## src/sv/udp_dpfc_pkg.sv

```systemverilog
// ----------------------------------------------------------------------------
// udp_dpfc_pkg
// Shared types and header constants for the UDP destination-port frame
// counter: beat structs, the verdict passed to the result stage, offsets.
// ----------------------------------------------------------------------------
package udp_dpfc_pkg;

  // input beat: one frame byte and its last-byte flag
  typedef struct packed {
    logic [7:0] frame_byte;
    logic       end_of_frame;
  } in_beat_t;

  // result beat: match flag and running match count
  typedef struct packed {
    logic        frame_matched;
    logic [31:0] match_total;
  } out_beat_t;

  // frame decision handed from the parser to the result stage
  typedef struct packed {
    logic load;
    logic hit;
  } verdict_t;

  // header layout
  localparam int unsigned EthTypeHiPos   = 12;
  localparam int unsigned EthTypeLoPos   = 13;
  localparam int unsigned VerIhlPos      = 14;
  localparam int unsigned ProtoPos       = 23;
  localparam int unsigned EthHdrBytes    = 14;
  localparam int unsigned UdpPortOfs     = 2;
  localparam int unsigned UdpHdrBytes    = 8;
  localparam int unsigned MinFrameBytes  = 34;

  // field values
  localparam logic [15:0] EthertypeIpv4   = 16'h0800;
  localparam logic [3:0]  IpVersion4      = 4'd4;
  localparam logic [7:0]  ProtoUdp        = 8'd17;
  localparam logic [15:0] TargetPortReset = 16'd1234;

endpackage

```

## src/sv/udp_dest_port_frame_counter.sv

```systemverilog
// ----------------------------------------------------------------------------
// udp_dest_port_frame_counter
// Counts Ethernet frames carrying IPv4 UDP to a configured destination port.
// ----------------------------------------------------------------------------
// One byte per cycle unless stalled; the input register feeds the parser directly.
// A frame's result is registered when its last byte leaves the input register.
// in_ready_o drops only while a finished result waits and the held byte ends a frame.
// Reset: clears frame state, the match count and valid flags; target port is 1234.
module udp_dest_port_frame_counter
  import udp_dpfc_pkg::*;
#(
  parameter int unsigned MAX_FRAME_BYTES = 2048
) (
  input  logic        clk_i,
  input  logic        rst_ni,
  input  logic        in_valid_i,
  output logic        in_ready_o,
  input  in_beat_t    in_data_i,
  output logic        out_valid_o,
  input  logic        out_ready_i,
  output out_beat_t   out_data_o,
  input  logic        cfg_we_i,
  input  logic [15:0] cfg_wdata_i
);

  logic [15:0] target_port_q;
  logic        out_free;
  logic        fwd;
  in_beat_t    beat;
  verdict_t    verdict;

  // target port register
  always_ff @(posedge clk_i or negedge rst_ni) begin
    if (!rst_ni) begin
      target_port_q <= TargetPortReset;
    end else if (cfg_we_i) begin
      target_port_q <= cfg_wdata_i;
    end
  end

  udp_dpfc_in_stage u_in_stage (
    .clk_i      (clk_i),
    .rst_ni     (rst_ni),
    .in_valid_i (in_valid_i),
    .in_ready_o (in_ready_o),
    .in_data_i  (in_data_i),
    .out_free_i (out_free),
    .fwd_o      (fwd),
    .beat_o     (beat)
  );

  udp_dpfc_parser #(
    .MAX_FRAME_BYTES (MAX_FRAME_BYTES)
  ) u_parser (
    .clk_i         (clk_i),
    .rst_ni        (rst_ni),
    .fwd_i         (fwd),
    .beat_i        (beat),
    .target_port_i (target_port_q),
    .verdict_o     (verdict)
  );

  udp_dpfc_out_stage u_out_stage (
    .clk_i       (clk_i),
    .rst_ni      (rst_ni),
    .verdict_i   (verdict),
    .out_free_o  (out_free),
    .out_valid_o (out_valid_o),
    .out_ready_i (out_ready_i),
    .out_data_o  (out_data_o)
  );

  // a frame decision never overwrites a result that has not been taken
  assert property (@(posedge clk_i) disable iff (!rst_ni)
    verdict.load |-> (!out_valid_o || out_ready_i))
    else $error("frame result overwrote a waiting beat");

  // the count advances by the match flag of each new result
  assert property (@(posedge clk_i) disable iff (!rst_ni)
    verdict.load |=> (out_data_o.match_total ==
                      $past(out_data_o.match_total) + 32'(out_data_o.frame_matched)))
    else $error("match count did not follow the frame decision");

  // the count holds between frame decisions
  assert property (@(posedge clk_i) disable iff (!rst_ni)
    !verdict.load |=> $stable(out_data_o.match_total))
    else $error("match count changed without a frame end");

  // back-pressure only from a held end-of-frame beat
  assert property (@(posedge clk_i) disable iff (!rst_ni)
    !in_ready_o |-> (beat.end_of_frame && !out_free))
    else $error("input stalled without a pending frame end");

endmodule

```

## src/sv/udp_dpfc_in_stage.sv

```systemverilog
// ----------------------------------------------------------------------------
// udp_dpfc_in_stage
// Input register for frame bytes. A held beat moves on every cycle unless
// it closes a frame while the result register is occupied and not being read.
// ----------------------------------------------------------------------------
module udp_dpfc_in_stage
  import udp_dpfc_pkg::*;
(
  input  logic     clk_i,
  input  logic     rst_ni,
  input  logic     in_valid_i,
  output logic     in_ready_o,
  input  in_beat_t in_data_i,
  input  logic     out_free_i,
  output logic     fwd_o,
  output in_beat_t beat_o
);

  logic     valid_q;
  in_beat_t beat_q;

  // held beat may move when it does not need the result register, or it is free
  assign fwd_o      = valid_q && (!beat_q.end_of_frame || out_free_i);
  assign in_ready_o = !valid_q || fwd_o;
  assign beat_o     = beat_q;

  // valid flag
  always_ff @(posedge clk_i or negedge rst_ni) begin
    if (!rst_ni) begin
      valid_q <= 1'b0;
    end else if (in_ready_o) begin
      valid_q <= in_valid_i;
    end
  end

  // payload
  always_ff @(posedge clk_i) begin
    if (in_ready_o && in_valid_i) begin
      beat_q <= in_data_i;
    end
  end

endmodule

```

## src/sv/udp_dpfc_parser.sv

```systemverilog
// ----------------------------------------------------------------------------
// udp_dpfc_parser
// Tracks the byte position, captures the header fields of the frame in
// flight and decides on the last byte whether the frame is counted.
// ----------------------------------------------------------------------------
module udp_dpfc_parser
  import udp_dpfc_pkg::*;
#(
  parameter int unsigned MAX_FRAME_BYTES = 2048
) (
  input  logic        clk_i,
  input  logic        rst_ni,
  input  logic        fwd_i,
  input  in_beat_t    beat_i,
  input  logic [15:0] target_port_i,
  output verdict_t    verdict_o
);

  localparam int unsigned PosW = $clog2(MAX_FRAME_BYTES + 1);

  logic [PosW-1:0] pos_q, pos_d, pos_n;
  logic [15:0]     eth_type_q, eth_type_d, eth_type_n;
  logic [7:0]      ver_ihl_q, ver_ihl_d, ver_ihl_n;
  logic [7:0]      proto_q, proto_d, proto_n;
  logic [15:0]     port_q, port_d, port_n;
  logic [6:0]      port_at;
  logic [6:0]      need_len;
  logic            room;
  logic            hit;

  // port offset from the ihl held before this byte
  assign port_at = 7'(EthHdrBytes + UdpPortOfs) + {1'b0, ver_ihl_q[3:0], 2'b00};
  assign room    = pos_q < PosW'(MAX_FRAME_BYTES);

  // field capture for the current byte
  always_comb begin
    pos_n      = pos_q;
    eth_type_n = eth_type_q;
    ver_ihl_n  = ver_ihl_q;
    proto_n    = proto_q;
    port_n     = port_q;
    if (room) begin
      if (pos_q == PosW'(EthTypeHiPos)) eth_type_n[15:8] = beat_i.frame_byte;
      if (pos_q == PosW'(EthTypeLoPos)) eth_type_n[7:0]  = beat_i.frame_byte;
      if (pos_q == PosW'(VerIhlPos))    ver_ihl_n        = beat_i.frame_byte;
      if (pos_q == PosW'(ProtoPos))     proto_n          = beat_i.frame_byte;
      if (pos_q == PosW'(port_at))      port_n[15:8]     = beat_i.frame_byte;
      if (pos_q == PosW'(port_at) + PosW'(1)) port_n[7:0] = beat_i.frame_byte;
      pos_n = pos_q + PosW'(1);
    end
  end

  // frame decision on the updated fields
  assign need_len = 7'(EthHdrBytes + UdpHdrBytes) + {1'b0, ver_ihl_n[3:0], 2'b00};
  assign hit = (pos_n >= PosW'(MinFrameBytes))
            && (eth_type_n == EthertypeIpv4)
            && (ver_ihl_n[7:4] == IpVersion4)
            && (proto_n == ProtoUdp)
            && (pos_n >= PosW'(need_len))
            && (port_n == target_port_i);

  assign verdict_o.load = fwd_i && beat_i.end_of_frame;
  assign verdict_o.hit  = hit;

  // next state: clear at frame end
  always_comb begin
    pos_d      = pos_q;
    eth_type_d = eth_type_q;
    ver_ihl_d  = ver_ihl_q;
    proto_d    = proto_q;
    port_d     = port_q;
    if (fwd_i) begin
      if (beat_i.end_of_frame) begin
        pos_d      = '0;
        eth_type_d = '0;
        ver_ihl_d  = '0;
        proto_d    = '0;
        port_d     = '0;
      end else begin
        pos_d      = pos_n;
        eth_type_d = eth_type_n;
        ver_ihl_d  = ver_ihl_n;
        proto_d    = proto_n;
        port_d     = port_n;
      end
    end
  end

  // frame state
  always_ff @(posedge clk_i or negedge rst_ni) begin
    if (!rst_ni) begin
      pos_q      <= '0;
      eth_type_q <= '0;
      ver_ihl_q  <= '0;
      proto_q    <= '0;
      port_q     <= '0;
    end else begin
      pos_q      <= pos_d;
      eth_type_q <= eth_type_d;
      ver_ihl_q  <= ver_ihl_d;
      proto_q    <= proto_d;
      port_q     <= port_d;
    end
  end

endmodule

```

## src/sv/udp_dpfc_out_stage.sv

```systemverilog
// ----------------------------------------------------------------------------
// udp_dpfc_out_stage
// Result register and match counter. The counter register is the
// match_total field of the result beat.
// ----------------------------------------------------------------------------
module udp_dpfc_out_stage
  import udp_dpfc_pkg::*;
(
  input  logic      clk_i,
  input  logic      rst_ni,
  input  verdict_t  verdict_i,
  output logic      out_free_o,
  output logic      out_valid_o,
  input  logic      out_ready_i,
  output out_beat_t out_data_o
);

  logic        valid_q, valid_d;
  logic        matched_q;
  logic [31:0] count_q, count_d;

  assign out_free_o = !valid_q || out_ready_i;

  // valid and counter update
  always_comb begin
    valid_d = valid_q;
    count_d = count_q;
    if (out_ready_i) valid_d = 1'b0;
    if (verdict_i.load) begin
      valid_d = 1'b1;
      count_d = count_q + 32'(verdict_i.hit);
    end
  end

  always_ff @(posedge clk_i or negedge rst_ni) begin
    if (!rst_ni) begin
      valid_q <= 1'b0;
      count_q <= '0;
    end else begin
      valid_q <= valid_d;
      count_q <= count_d;
    end
  end

  // match flag
  always_ff @(posedge clk_i) begin
    if (verdict_i.load) begin
      matched_q <= verdict_i.hit;
    end
  end

  assign out_valid_o              = valid_q;
  assign out_data_o.frame_matched = matched_q;
  assign out_data_o.match_total   = count_q;

endmodule
```

## config.mk

```make
export PLATFORM = sky130hd
export DESIGN_NAME = udp_dest_port_frame_counter
export DESIGN_NICKNAME = d
export VERILOG_FILES = /design/src/sv/udp_dpfc_pkg.sv /design/src/sv/udp_dest_port_frame_counter.sv /design/src/sv/udp_dpfc_in_stage.sv /design/src/sv/udp_dpfc_parser.sv /design/src/sv/udp_dpfc_out_stage.sv
export SDC_FILE = /design/constraint.sdc
export NUM_CORES = 1
export LEC_CHECK = 0
export BUFFER_PORTS_ARGS = -buffer_cell sky130_fd_sc_hd__buf_2
export CAP_MARGIN = 5
export CORE_ASPECT_RATIO = 0.7
export CORE_MARGIN = 2
export CORE_UTILIZATION = 64
export DETAILED_ROUTE_END_ITERATION = 8
export PLACE_DENSITY = 0.83
export SYNTH_ARGS = -nofsm -noshare
export SYNTH_HDL_FRONTEND = slang
export SYNTH_SLANG_ARGS = --single-unit
```

## constraint.sdc

```tcl
create_clock -name clk_i -period 11.3 [get_ports clk_i]
set_input_delay 1.695 -clock clk_i [delete_from_list [all_inputs] [get_ports clk_i]]
set_output_delay 1.695 -clock clk_i [all_outputs]
set_load 0.005 [all_outputs]
```

==> flow_summary.html, run 1 <==
<table>
<tr><th>Metric</th><th>Value</th></tr>
<tr><th colspan="2">Run status</th></tr>
<tr><td>Result of the run</td><td>completed</td></tr>
<tr><th colspan="2">Global route</th></tr>
<tr><td>Number of global-route vias before repair</td><td>5215</td></tr>
<tr><td>First-pass GRT wire length</td><td>27440 um</td></tr>
<tr><td>Maximum number of pins on one net before global-route repair</td><td>63</td></tr>
<tr><td>Overflow after GRT</td><td>0</td></tr>
<tr><td>Overall Global Routing Usage</td><td>34.26%</td></tr>
<tr><td>Number of antenna violations at the first check in global routing</td><td>0</td></tr>
<tr><th colspan="2">Floorplan</th></tr>
<tr><td>Die height</td><td>86.50 um</td></tr>
<tr><td>DIE WIDTH</td><td>121.9 um</td></tr>
<tr><td>Number of top-level pins</td><td>65</td></tr>
<tr><td>Core box area</td><td>9572 um2</td></tr>
<tr><td>Effective utilization at floorplan</td><td>65.01%</td></tr>
<tr><td>Number of standard-cell rows in the floorplan</td><td>30</td></tr>
<tr><td>Die area</td><td>10540 um2</td></tr>
<tr><th colspan="2">Layout</th></tr>
<tr><td>Fill cell total of the finished layout</td><td>645</td></tr>
<tr><td>Number of nets in the final layout</td><td>731</td></tr>
<tr><td>Signed area change from the synthesized netlist to the final layout</td><td>15.42%</td></tr>
<tr><td>Utilization of the core after routing</td><td>75.03%</td></tr>
<tr><td>Share of layout cells above drive strength 1</td><td>17.71%</td></tr>
<tr><td>Area taken by multi-input logic gates</td><td>2942 um2</td></tr>
<tr><td>Register Area</td><td>3059 um2</td></tr>
<tr><td>Antenna cells</td><td>0</td></tr>
<tr><th colspan="2">Worst setup path</th></tr>
<tr><td>WS Path Type</td><td>reg2reg</td></tr>
<tr><td>FF-to-FF End</td><td>u_out_stage.count_q[31]</td></tr>
<tr><td>Critical path peak fanout</td><td>8</td></tr>
<tr><td>Worst setup SP type</td><td>register</td></tr>
<tr><td>Register-to-Register Setup Slack</td><td>5.25 ns</td></tr>
<tr><td>Critical R2R Launch</td><td>u_parser.pos_q[7]</td></tr>
<tr><td>Worst endpoint required time</td><td>11.60 ns</td></tr>
<tr><td>Kind of end point of the critical path</td><td>register</td></tr>
<tr><td>Signal arrival time at the worst endpoint</td><td>6.35 ns</td></tr>
<tr><td>Depth of the worst register-to-register path</td><td>20</td></tr>
<tr><th colspan="2">Clock network</th></tr>
<tr><td>Clk root buf</td><td>clkbuf_16</td></tr>
<tr><td>Clock buffers created by TritonCTS</td><td>17</td></tr>
<tr><td>Clock insertion delay at the later pin of the skew report</td><td>0.42 ns</td></tr>
<tr><td>Worst-path clk slew</td><td>0.06 ns</td></tr>
<tr><td>Setup fix buffers added after clock tree synthesis</td><td>0</td></tr>
<tr><td>CTS H-Tree Depth</td><td>4</td></tr>
<tr><td>Maximum clock path buffer count</td><td>2</td></tr>
<tr><td>Clock sink count</td><td>120</td></tr>
<tr><td>CTS Hold Buffers Added</td><td>0</td></tr>
<tr><td>Post_cts resized</td><td>0</td></tr>
<tr><td>TritonCTS clock tree</td><td>done</td></tr>
<tr><th colspan="2">Route</th></tr>
<tr><td>Drt total wl</td><td>17110 um</td></tr>
<tr><td>Remaining design rule violation count</td><td>0</td></tr>
<tr><td>DR vias</td><td>5367</td></tr>
<tr><td>Vias per Instance</td><td>6.482</td></tr>
<tr><td>Number of optimization iterations in the first detailed-route pass</td><td>5</td></tr>
<tr><td>Residual antenna-violating net count after detailed routing</td><td>0</td></tr>
<tr><td>Routed wirelength normalized by instance count</td><td>20.66 um</td></tr>
<tr><td>Number of DRC violations after detailed-routing iteration 0</td><td>562</td></tr>
<tr><th colspan="2">Timing</th></tr>
<tr><td>Achievable frequency</td><td>0.1652 GHz</td></tr>
<tr><td>Crit path time final</td><td>6.052 ns</td></tr>
<tr><td>Number of slew-limit violations in the final report</td><td>0</td></tr>
<tr><td>Worst-margin pin slew</td><td>0.8172 ns</td></tr>
<tr><td>Final setup violating endpoints</td><td>0</td></tr>
<tr><td>Final TNS setup</td><td>0 ns</td></tr>
<tr><td>Final Hold Fails</td><td>0</td></tr>
<tr><td>Max-slew headroom</td><td>44.75%</td></tr>
<tr><td>Worst clock skew on the final layout</td><td>0.005531 ns</td></tr>
<tr><td>Unrepaired setup endpoints after global routing</td><td>no</td></tr>
<tr><td>Final Cycle Share</td><td>53.56%</td></tr>
<tr><th colspan="2">Synthesis</th></tr>
<tr><td>Post-synth top area share</td><td>42.23%</td></tr>
<tr><td>Netlist Area Pre-Place</td><td>6222 um2</td></tr>
<tr><td>Post-synthesis net count</td><td>670</td></tr>
<tr><td>Ys flop type</td><td>dfrtp_1</td></tr>
<tr><td>Most numerous cell in the Yosys netlist</td><td>dfrtp_1</td></tr>
<tr><td>Average cell area after synthesis</td><td>9.924 um2</td></tr>
<tr><td>Number of unique standard cell types used by synthesis</td><td>64</td></tr>
<tr><td>Number of storage elements in the synthesis netlist</td><td>120</td></tr>
<tr><td>Cell taking the most area after synthesis</td><td>dfrtp_1</td></tr>
<tr><td>Async set or reset register ratio after synthesis</td><td>91.67%</td></tr>
<tr><td>Synthesized netlist cell count</td><td>627</td></tr>
<tr><td>Number of flops mapped to enable cells by yosys</td><td>10</td></tr>
<tr><td>Sequential area share after synthesis</td><td>49.17%</td></tr>
<tr><td>Synth warn</td><td>0</td></tr>
<tr><td>Top post-synthesis cells by count</td><td>dfrtp_1, nand2_1, o21ai_0</td></tr>
<tr><td>Largest cells by area after synthesis</td><td>dfrtp_1, nand2_1, o21ai_0, edfxtp_1, xnor2_1</td></tr>
<tr><th colspan="2">Flow run</th></tr>
<tr><td>Max capacitance violation total</td><td>0</td></tr>
<tr><th colspan="2">Min path</th></tr>
<tr><td>WHS Endpoint</td><td>u_parser.port_q[8]</td></tr>
<tr><td>Start point of the worst min-delay path</td><td>u_parser.port_q[8]</td></tr>
<tr><td>Hold Path Cell Cnt</td><td>2</td></tr>
<tr><td>Tightest Hold Check Type</td><td>reg2reg</td></tr>
<tr><th colspan="2">Place</th></tr>
<tr><td>RePlAce Congestion</td><td>0.9754</td></tr>
<tr><td>Number of I/O port buffers</td><td>64</td></tr>
<tr><td>Final HPWL from detailed placement</td><td>11730 um</td></tr>
<tr><th colspan="2">Power and ir drop</th></tr>
<tr><td>Switching component of the power</td><td>258.9 uW</td></tr>
<tr><td>Power Internal</td><td>830.6 uW</td></tr>
<tr><td>Part of the power in combinational logic</td><td>7.0%</td></tr>
<tr><td>Fraction of power consumed by the clock network</td><td>50.2%</td></tr>
<tr><td>Power Dens Cells</td><td>151.7 nW/um2</td></tr>
<tr><td>Sequential power share</td><td>42.8%</td></tr>
<tr><td>Worst vdd rail ir drop</td><td>155.5 uV</td></tr>
<tr><td>Switching share of power</td><td>23.76%</td></tr>
<tr><td>Static leakage</td><td>0.003293 uW</td></tr>
</table>
worst max-delay path by stage:
| stage | startpoint | to | depth (start not counted) |
|---|---|---|---|
| floorplan | u_parser.pos_q[9] | u_out_stage.count_q[29] | 21 |
| global placement | u_parser.ver_ihl_q[2] | u_out_stage.count_q[29] | 16 |
| detailed placement | u_parser.pos_q[8] | u_out_stage.count_q[31] | 20 |
| CTS | u_parser.pos_q[7] | u_out_stage.count_q[31] | 20 |
| global route | u_parser.pos_q[8] | u_out_stage.count_q[31] | 20 |
| finish | u_parser.pos_q[7] | u_out_stage.count_q[31] | 20 |
power by group through the flow:
stage	Clock [uW]	Combinational, uW	Sequential, uW
2_1_floorplan	0	49.3	462
4_1_cts	547	75.6	465
3_3_place_gp	0	73.2	472
5_1_grt	568	83.9	467
6_report	547	76.7	466
3_5_place_dp	0	75.0	472
critical path: stages, from the launching register on:
cell and delay (ns):
dfrtp_1 0.46, nor3_1 0.51, nand4_1 0.35, mux2_2 0.41
ha_1 0.23, xnor2_1 0.14, ha_1 0.30, and3_1 0.17
a221oi_1 0.08, o21ai_0 0.36, a2111o_1 0.21, o2111ai_1 0.15
nor4_2 0.26, ha_1 0.25, nand3_1 0.08, nor4_1 0.57
and2_0 0.43, and4_1 0.35, nor3b_2 0.30, nand3_1 0.15
xnor2_1 0.15
final cells by class:
type | count | share of cell area, %
clock buffer | 23 | 6.516
clock inverter | 8 | 1.690
inverter | 25 | 1.307
multi-input combinational | 458 | 40.96
sequential | 120 | 42.60
tap | 128 | 2.230
timing repair buffer | 66 | 4.704
flip-flops by register name (all words and copies together), names as in the netlist:
register,count
u_out_stage.matched_q,1
u_parser.eth_type_q,16
u_out_stage.count_q,32
u_parser.pos_q,12
u_parser.proto_q,8
u_out_stage.out_valid_o,1
u_parser.ver_ihl_q,8
u_in_stage.valid_q,1
u_in_stage.beat_o,9
u_parser.port_q,16
target_port_q,16
logic make-up after synthesis:
family                   after synthesis  synth area share [%]
flip-flops                           120                 49.17
multiplexers                          24                 4.183
AND/OR/NAND/NOR                      243                 21.28
buffers and inverters                 49                 3.559
AO/OA/AOI/OAI                        131                 12.47
XOR/XNOR                              47                 6.736
adder cells (fa/ha/maj)               13                 2.614
through the flow:
step	setup slack (ns)	cell area, um2	hold slack [ns]	total power, uW	std cells
6_report	5.248	7182	0.4807	1090	828
5_1_grt	4.853	7182	0.5039	1119	828
3_3_place_gp	5.857	6593	0.4569	545.0	797
2_1_floorplan	6.551	6222	0.4420	511.5	627
4_1_cts	5.448	7182	0.4835	1087	828
3_5_place_dp	5.555	6593	0.4632	546.8	797
cells in the final DEF (no fill, tap or decap), types with 13 or more instances in the layout:
cell type / synthesis / routed
dfrtp_1: 105 / 105
nand2_1: 97 / 97
o21ai_0: 72 / 72
buf_2: 3 / 63
xnor2_1: 30 / 30
inv_1: 25 / 25
nand3_1: 20 / 20
nor2_1: 19 / 19
nand4_1: 17 / 17
clkbuf_16: 0 / 17
xor2_1: 16 / 16
mux2_2: 16 / 16
a21oi_1: 15 / 15
and3_1: 13 / 13
ha_1: 13 / 13
metal layers:
layer  track usage (%)  up-vias  part of all wire (%)
li1                  -     2377                     -
met1             46.16     2600                    42
met2             50.69      332                    45
met3             12.89       58                    10
met4             13.17        0                   2.8
met5                 0        -                     0
Note: power is estimated with default switching activity, not from simulation.
==> inputs of run 2 (changes only) <==
--- a/config.mk
+++ b/config.mk
@@ -9,9 +9,9 @@
 export CAP_MARGIN = 5
 export CORE_ASPECT_RATIO = 0.7
 export CORE_MARGIN = 2
-export CORE_UTILIZATION = 64
+export CORE_UTILIZATION = 53
 export DETAILED_ROUTE_END_ITERATION = 8
-export PLACE_DENSITY = 0.83
+export PLACE_DENSITY = 0.73
 export SYNTH_ARGS = -nofsm -noshare
 export SYNTH_HDL_FRONTEND = slang
 export SYNTH_SLANG_ARGS = --single-unit
==> constraint.sdc (replaced) <==
create_clock -name clk_i -period 4.9 [get_ports clk_i]
set_input_delay 0.735 -clock clk_i [delete_from_list [all_inputs] [get_ports clk_i]]
set_output_delay 0.735 -clock clk_i [all_outputs]
set_load 0.005 [all_outputs]
==> run 2 against run 1 <==
Net effect:
- cell count grew 8.0%
- sequential power is 130% higher
- hold slack lost 0.052 ns
- register-to-register slack worse by 5.1 ns
- fmax up 27%
- combinational power increased to 2.7 times the previous value
- highest routed layer unchanged
==> flow_summary.html, run 2 (synthesis gave the netlist of run 1 again) <==
<table>
<tr><th>Metric</th><th>Value</th></tr>
<tr><th colspan="2">Timing</th></tr>
<tr><td>Crit path time final</td><td>4.756 ns</td></tr>
<tr><td>Worst clock skew on the final layout</td><td>0.01062 ns</td></tr>
<tr><td>Max-slew headroom</td><td>37.69%</td></tr>
<tr><td>Achievable frequency</td><td>0.2103 GHz</td></tr>
<tr><td>Unrepaired setup endpoints after global routing</td><td>yes</td></tr>
<tr><td>Final Cycle Share</td><td>97.05%</td></tr>
<tr><td>Final setup violating endpoints</td><td>0</td></tr>
<tr><td>Worst-margin pin slew</td><td>0.9327 ns</td></tr>
<tr><td>Number of slew-limit violations in the final report</td><td>0</td></tr>
<tr><td>Final Hold Fails</td><td>0</td></tr>
<tr><th colspan="2">Power and ir drop</th></tr>
<tr><td>Final Power</td><td>2498 uW</td></tr>
<tr><td>Power Dens Cells</td><td>329.8 nW/um2</td></tr>
<tr><td>Static leakage</td><td>0.003517 uW</td></tr>
<tr><td>Worst vdd rail ir drop</td><td>263.8 uV</td></tr>
<tr><th colspan="2">Floorplan</th></tr>
<tr><td>Effective utilization at floorplan</td><td>53.82%</td></tr>
<tr><td>Die height</td><td>94.66 um</td></tr>
<tr><td>Core box area</td><td>11560 um2</td></tr>
<tr><td>DIE WIDTH</td><td>133.5 um</td></tr>
<tr><td>Die area</td><td>12640 um2</td></tr>
<tr><td>Number of top-level pins</td><td>65</td></tr>
<tr><td>Number of standard-cell rows in the floorplan</td><td>33</td></tr>
<tr><th colspan="2">Min path</th></tr>
<tr><td>Tightest Hold Check Type</td><td>in2async</td></tr>
<tr><th colspan="2">Clock network</th></tr>
<tr><td>Worst-path clk slew</td><td>0.05 ns</td></tr>
<tr><td>TritonCTS clock tree</td><td>done</td></tr>
<tr><td>Clk root buf</td><td>clkbuf_16</td></tr>
<tr><td>Clock insertion delay at the later pin of the skew report</td><td>0.41 ns</td></tr>
<tr><td>Clock sink count</td><td>120</td></tr>
<tr><td>Maximum clock path buffer count</td><td>2</td></tr>
<tr><td>CTS H-Tree Depth</td><td>4</td></tr>
<tr><td>CTS Hold Buffers Added</td><td>0</td></tr>
<tr><td>Clock buffers created by TritonCTS</td><td>17</td></tr>
<tr><th colspan="2">Layout</th></tr>
<tr><td>Number of nets in the final layout</td><td>768</td></tr>
<tr><td>Largest register FFs</td><td>32</td></tr>
<tr><td>Count of non-filler cells in the finished layout</td><td>894</td></tr>
<tr><td>Most flop-heavy register</td><td>u_out_stage.count_q</td></tr>
<tr><td>Utilization of the core after routing</td><td>65.52%</td></tr>
<tr><td>Post-route standard cell area excluding fillers</td><td>7575 um2</td></tr>
<tr><td>Antenna cells</td><td>0</td></tr>
<tr><td>Signed area change from the synthesized netlist to the final layout</td><td>21.74%</td></tr>
<tr><td>Top library cells by usage in the layout, fill and taps aside</td><td>dfrtp_1, nand2_1, o21ai_0, buf_2, buf_4</td></tr>
<tr><td>Share of layout cells above drive strength 1</td><td>23.34%</td></tr>
<tr><td>Leading cell type in the layout, fill and taps excluded</td><td>dfrtp_1</td></tr>
<tr><th colspan="2">Global route</th></tr>
<tr><td>Overflow after GRT</td><td>0</td></tr>
<tr><td>Number of global-route vias before repair</td><td>5058</td></tr>
<tr><td>First-pass GRT wire length</td><td>26990 um</td></tr>
<tr><td>Overall Global Routing Usage</td><td>28.06%</td></tr>
<tr><td>Maximum number of pins on one net before global-route repair</td><td>72</td></tr>
<tr><td>Number of antenna violations at the first check in global routing</td><td>0</td></tr>
<tr><th colspan="2">Place</th></tr>
<tr><td>Number of placed cells counting well taps</td><td>854</td></tr>
<tr><td>RePlAce Congestion</td><td>1.049</td></tr>
<tr><td>Placed cell area</td><td>6839 um2</td></tr>
<tr><td>Final HPWL from detailed placement</td><td>12130 um</td></tr>
<tr><td>Number of I/O port buffers</td><td>64</td></tr>
<tr><th colspan="2">Worst setup path</th></tr>
<tr><td>Cell with the largest stage delay on the worst path</td><td>nor4_2</td></tr>
<tr><td>CP cell instances</td><td>nor4_2 -&gt; nand4_1 -&gt; mux2_4 -&gt; ha_1 -&gt; xnor2_1 -&gt; ha_1 -&gt; and3_1 -&gt; a221oi_1 -&gt; o21ai_2 -&gt; a2111o_1 -&gt; o2111ai_1 -&gt; nor4_2 -&gt; ha_2 -&gt; nand3_1 -&gt; nor4_4 -&gt; and2_4 -&gt; and4_4 -&gt; nor3b_4 -&gt; nand3_1 -&gt; xnor2_1</td></tr>
<tr><td>FF-to-FF End</td><td>u_out_stage.count_q[31]</td></tr>
<tr><td>Register-to-Register Setup Slack</td><td>0.14 ns</td></tr>
<tr><td>Longest individual stage delay on the worst path</td><td>0.39 ns</td></tr>
<tr><td>Worst endpoint required time</td><td>5.20 ns</td></tr>
<tr><td>Critical path peak fanout</td><td>4</td></tr>
<tr><td>Critical R2R Launch</td><td>u_parser.pos_q[6]</td></tr>
<tr><td>Signal arrival time at the worst endpoint</td><td>5.05 ns</td></tr>
<tr><td>Depth of the worst register-to-register path</td><td>20</td></tr>
<tr><td>Worst setup SP type</td><td>register</td></tr>
<tr><td>Kind of end point of the critical path</td><td>register</td></tr>
<tr><td>WS Path Type</td><td>reg2reg</td></tr>
<tr><th colspan="2">Route</th></tr>
<tr><td>Number of DRC violations after detailed-routing iteration 0</td><td>533</td></tr>
<tr><td>Remaining design rule violation count</td><td>0</td></tr>
<tr><td>Routed wirelength normalized by instance count</td><td>19.17 um</td></tr>
<tr><td>Number of optimization iterations in the first detailed-route pass</td><td>5</td></tr>
<tr><td>Residual antenna-violating net count after detailed routing</td><td>0</td></tr>
<tr><td>Drt total wl</td><td>17140 um</td></tr>
<tr><td>DR vias</td><td>5449</td></tr>
<tr><td>Vias per Instance</td><td>6.095</td></tr>
<tr><th colspan="2">Run status</th></tr>
<tr><td>Result of the run</td><td>completed</td></tr>
<tr><th colspan="2">Flow run</th></tr>
<tr><td>Max capacitance violation total</td><td>0</td></tr>
</table>
[run 2: cell count changes in the layout (fill, tap and decap cells not counted), sizes merged]
cell | before | now
bufinv | 3 | 2
buf | 66 | 103
clkbuf | 23 | 28
clkinv | 4 | 1
clkinvlp | 1 | 0
[run 2: worst max-delay path, delay by kind of cell (launching register included)]
kind / cells / cell delay, ns
XOR/XNOR: 2 / 0.26
flip-flops: 1 / 0.38
multiplexers: 1 / 0.37
AO/OA/AOI/OAI: 4 / 0.56
AND/OR/NAND/NOR: 10 / 2.28
adder cells (fa/ha/maj): 3 / 0.78
[run 2: worst max path at each step]
| stage | from | to | slack, ns | cells after the start |
|---|---|---|---|---|
| after floorplan | u_parser.pos_q[9] | u_out_stage.count_q[29] | 0.15 | 21 |
| after global placement | u_parser.ver_ihl_q[2] | u_out_stage.count_q[30] | 0.23 | 16 |
| after detailed placement | u_parser.pos_q[9] | u_out_stage.count_q[30] | 0.06 | 20 |
| after CTS | u_parser.pos_q[9] | u_out_stage.count_q[31] | 0.02 | 20 |
| after global routing | u_parser.pos_q[6] | u_out_stage.count_q[31] | -0.16 | 20 |
| final | u_parser.pos_q[6] | u_out_stage.count_q[31] | 0.14 | 20 |
[run 2: report_power, final]
group          total [uW]  switching (uW)  internal [uW]  leakage, uW
clock                1230             405            826     0.000291
sequential           1060            29.9           1030      0.00158
combinational         204             130           74.3      0.00165
total                2500             565           1930      0.00352
[run 2: repair_timing]
item	in CTS	in global routing
resized for setup	1	18
pin swaps	0	7
endpoints found under the setup margin	2	14
buffers inserted	0	9
[run 2: area by class of cell]
type                    instances  area, um2
clock buffers                  28      526.8
clock inverters                 3      65.06
fillers                       886       3986
inverters                      25      93.84
multi-input cells             458       3018
flip-flops and latches        120       3059
well taps                     157      196.4
repair buffers                103      615.6
[run 2: layer usage]
| layer | track usage, % | share of wire, % |
|---|---|---|
| met1 | 40.14 | 44 |
| met2 | 41.84 | 44 |
| met3 | 7.729 | 10 |
| met4 | 8.599 | 1.6 |
| met5 | 0 | 0 |
[run 2: metrics by stage]
step / setup slack (ns) / setup TNS, ns / hold slack [ns]
global placement: 0.2301 / 0 / 0.4580
CTS: 0.02273 / 0 / 0.4648
floorplan: 0.1506 / 0 / 0.4394
global route: -0.1637 / -0.8618 / 0.4849
detailed placement: 0.05714 / 0 / 0.4637
finish: 0.1445 / 0 / 0.4284
==> inputs of run 3 (changes only) <==
--- a/config.mk
+++ b/config.mk
@@ -11,7 +11,7 @@
 export CORE_MARGIN = 2
 export CORE_UTILIZATION = 53
 export DETAILED_ROUTE_END_ITERATION = 8
-export PLACE_DENSITY = 0.73
+export PLACE_DENSITY = 0.74
 export SYNTH_ARGS = -nofsm -noshare
 export SYNTH_HDL_FRONTEND = slang
 export SYNTH_SLANG_ARGS = --single-unit
==> run 3 against run 2 <==
Net effect:
- cell count increased by 0.67%
- non-clock buffer count increased by 5
- routed wire length is 1.1% higher
- die area is the same
- via count down 0.64%
- clock power is 11% higher
- sequential power about the same
- critical path type unchanged
- largest cell class is now multi-input gates
==> flow_summary.html, run 3 (synthesis gave the netlist of run 1 again) <==
<table>
<tr><th>Metric</th><th>Value</th></tr>
<tr><th colspan="2">Worst setup path</th></tr>
<tr><td>Register-to-Register Setup Slack</td><td>0.02 ns</td></tr>
<tr><td>Critical path peak fanout</td><td>5</td></tr>
<tr><td>Worst endpoint required time</td><td>5.19 ns</td></tr>
<tr><td>Depth of the worst register-to-register path</td><td>24</td></tr>
<tr><td>Signal arrival time at the worst endpoint</td><td>5.16 ns</td></tr>
<tr><td>WS Path Type</td><td>reg2reg</td></tr>
<tr><td>FF-to-FF End</td><td>u_out_stage.count_q[31]</td></tr>
<tr><td>Kind of end point of the critical path</td><td>register</td></tr>
<tr><td>Critical R2R Launch</td><td>u_parser.pos_q[7]</td></tr>
<tr><td>Worst setup SP type</td><td>register</td></tr>
<tr><th colspan="2">Route</th></tr>
<tr><td>Remaining design rule violation count</td><td>0</td></tr>
<tr><td>Number of optimization iterations in the first detailed-route pass</td><td>5</td></tr>
<tr><td>Residual antenna-violating net count after detailed routing</td><td>0</td></tr>
<tr><td>DR vias</td><td>5414</td></tr>
<tr><td>Drt total wl</td><td>17320 um</td></tr>
<tr><td>Routed wirelength normalized by instance count</td><td>19.25 um</td></tr>
<tr><td>Vias per Instance</td><td>6.016</td></tr>
<tr><td>Number of DRC violations after detailed-routing iteration 0</td><td>388</td></tr>
<tr><th colspan="2">Layout</th></tr>
<tr><td>Share of layout cells above drive strength 1</td><td>25.84%</td></tr>
<tr><td>Count of non-filler cells in the finished layout</td><td>900</td></tr>
<tr><td>Most flop-heavy register</td><td>u_out_stage.count_q</td></tr>
<tr><td>Number of nets in the final layout</td><td>773</td></tr>
<tr><td>Top library cells by usage in the layout, fill and taps aside</td><td>dfrtp_1, nand2_1, o21ai_0, buf_2, buf_4</td></tr>
<tr><td>Antenna cells</td><td>0</td></tr>
<tr><td>Largest register FFs</td><td>32</td></tr>
<tr><td>Signed area change from the synthesized netlist to the final layout</td><td>24.85%</td></tr>
<tr><td>Leading cell type in the layout, fill and taps excluded</td><td>dfrtp_1</td></tr>
<tr><th colspan="2">Clock network</th></tr>
<tr><td>TritonCTS clock tree</td><td>done</td></tr>
<tr><td>Maximum clock path buffer count</td><td>2</td></tr>
<tr><td>Clock insertion delay at the later pin of the skew report</td><td>0.41 ns</td></tr>
<tr><td>Worst-path clk slew</td><td>0.06 ns</td></tr>
<tr><td>Clk root buf</td><td>clkbuf_16</td></tr>
<tr><td>Clock sink count</td><td>120</td></tr>
<tr><td>Clock buffers created by TritonCTS</td><td>17</td></tr>
<tr><td>CTS H-Tree Depth</td><td>4</td></tr>
<tr><th colspan="2">Timing</th></tr>
<tr><td>Worst hold slack across all endpoints</td><td>0.4565 ns</td></tr>
<tr><td>Final Cycle Share</td><td>99.49%</td></tr>
<tr><td>Number of slew-limit violations in the final report</td><td>0</td></tr>
<tr><td>Achievable frequency</td><td>0.2051 GHz</td></tr>
<tr><td>Unrepaired setup endpoints after global routing</td><td>yes</td></tr>
<tr><td>Max-slew headroom</td><td>36.18%</td></tr>
<tr><td>Crit path time final</td><td>4.875 ns</td></tr>
<tr><td>Final setup violating endpoints</td><td>0</td></tr>
<tr><td>Worst clock skew on the final layout</td><td>0.008927 ns</td></tr>
<tr><td>Worst-margin pin slew</td><td>0.9553 ns</td></tr>
<tr><td>Final Hold Fails</td><td>0</td></tr>
<tr><th colspan="2">Floorplan</th></tr>
<tr><td>Core box area</td><td>11560 um2</td></tr>
<tr><td>Die height</td><td>94.66 um</td></tr>
<tr><td>Number of standard-cell rows in the floorplan</td><td>33</td></tr>
<tr><td>Die area</td><td>12640 um2</td></tr>
<tr><td>Effective utilization at floorplan</td><td>53.82%</td></tr>
<tr><td>Number of top-level pins</td><td>65</td></tr>
<tr><td>DIE WIDTH</td><td>133.5 um</td></tr>
<tr><th colspan="2">Global route</th></tr>
<tr><td>Overflow after GRT</td><td>0</td></tr>
<tr><td>First-pass GRT wire length</td><td>26400 um</td></tr>
<tr><td>Number of antenna violations at the first check in global routing</td><td>0</td></tr>
<tr><td>Overall Global Routing Usage</td><td>27.32%</td></tr>
<tr><td>Number of global-route vias before repair</td><td>4937</td></tr>
<tr><td>Maximum number of pins on one net before global-route repair</td><td>76</td></tr>
<tr><th colspan="2">Flow run</th></tr>
<tr><td>Max capacitance violation total</td><td>0</td></tr>
<tr><th colspan="2">Place</th></tr>
<tr><td>Number of I/O port buffers</td><td>64</td></tr>
<tr><td>Number of placed cells counting well taps</td><td>862</td></tr>
<tr><td>RePlAce Congestion</td><td>0.9615</td></tr>
<tr><td>Final HPWL from detailed placement</td><td>12200 um</td></tr>
<tr><th colspan="2">Min path</th></tr>
<tr><td>Tightest Hold Check Type</td><td>in2async</td></tr>
<tr><th colspan="2">Power and ir drop</th></tr>
<tr><td>Worst vdd rail ir drop</td><td>338.4 uV</td></tr>
<tr><td>Static leakage</td><td>0.003587 uW</td></tr>
<tr><td>Power Dens Cells</td><td>338.4 nW/um2</td></tr>
<tr><th colspan="2">Run status</th></tr>
<tr><td>Result of the run</td><td>completed</td></tr>
</table>
[run 3: layout make-up]
class                   count  area (um2)
clock buffers              19       442.9
flip-flops and latches    120        3059
fillers                   862        3792
well taps                 157       196.4
repair buffers            108       664.4
clock inverters            13       200.2
inverters                  25       93.84
multi-input cells         458        3112
[run 3: worst max path at each step]
stage,from,end,slack [ns]
global route,u_parser.pos_q[6],u_out_stage.count_q[31],-0.26
detailed placement,u_parser.pos_q[9],u_out_stage.count_q[28],-0.24
global placement,u_parser.pos_q[9],u_out_stage.count_q[28],0.005
floorplan,u_parser.pos_q[9],u_out_stage.count_q[29],0.15
CTS,u_parser.pos_q[9],u_out_stage.count_q[28],0.003
finish,u_parser.pos_q[7],u_out_stage.count_q[31],0.02
[run 3: critical path, stage by stage, from the launching register on]
cell	delay, ns
dfrtp_1	0.38
nor3_1	0.19
buf_4	0.18
nand4_1	0.21
mux2_4	0.38
buf_6	0.14
a21oi_4	0.14
xor2_1	0.08
nor2_1	0.12
a21oi_1	0.05
ha_1	0.27
nand2_1	0.06
o21ai_2	0.17
a2111o_1	0.18
o2111ai_2	0.14
nor4_2	0.36
ha_2	0.26
buf_6	0.11
nand3_4	0.06
nor4_4	0.23
and2_4	0.20
and4_4	0.26
nor3b_4	0.28
nand3_2	0.14
xnor2_2	0.15
[run 3: metal layers]
layer  GRT usage, %  vias to the layer above  wire [um]
li1               -                     2474          -
met1          39.92                     2674       7925
met2          40.46                      242       7568
met3          7.461                       24       1575
met4          7.004                        0        253
met5              0                        -          0
[run 3: through the flow]
stage	setup WS (ns)	setup TNS (ns)	cell area (um2)	power (uW)	util (%)
6_report	0.02491	0	7769	2629	67.20
5_1_grt	-0.2588	-1.778	7769	2708	67.20
4_1_cts	0.002539	0	7555	2635	65.35
3_5_place_dp	-0.2367	-1.437	6899	1278	59.68
3_3_place_gp	0.004769	0	6899	1275	59.68
2_1_floorplan	0.1506	0	6222	1180	-
[run 3: where the power goes]
| group | switching, uW | internal (uW) | leakage, uW | total [uW] |
|---|---|---|---|---|
| Combinational | 133 | 76.1 | 0.00169 | 209 |
| Clock | 444 | 913 | 0.000317 | 1360 |
| Sequential | 30.9 | 1030 | 0.00158 | 1060 |
| Total | 608 | 2020 | 0.00359 | 2630 |
[run 3: what timing repair did]
item                                   4_1_cts  5_1_grt
endpoints found under the hold margin        0        0
gates resized for setup                      4       33
setup endpoints to repair                   12       16
hold buffers                                 0        0
buffers inserted                             0        6
pin swaps                                    1       14
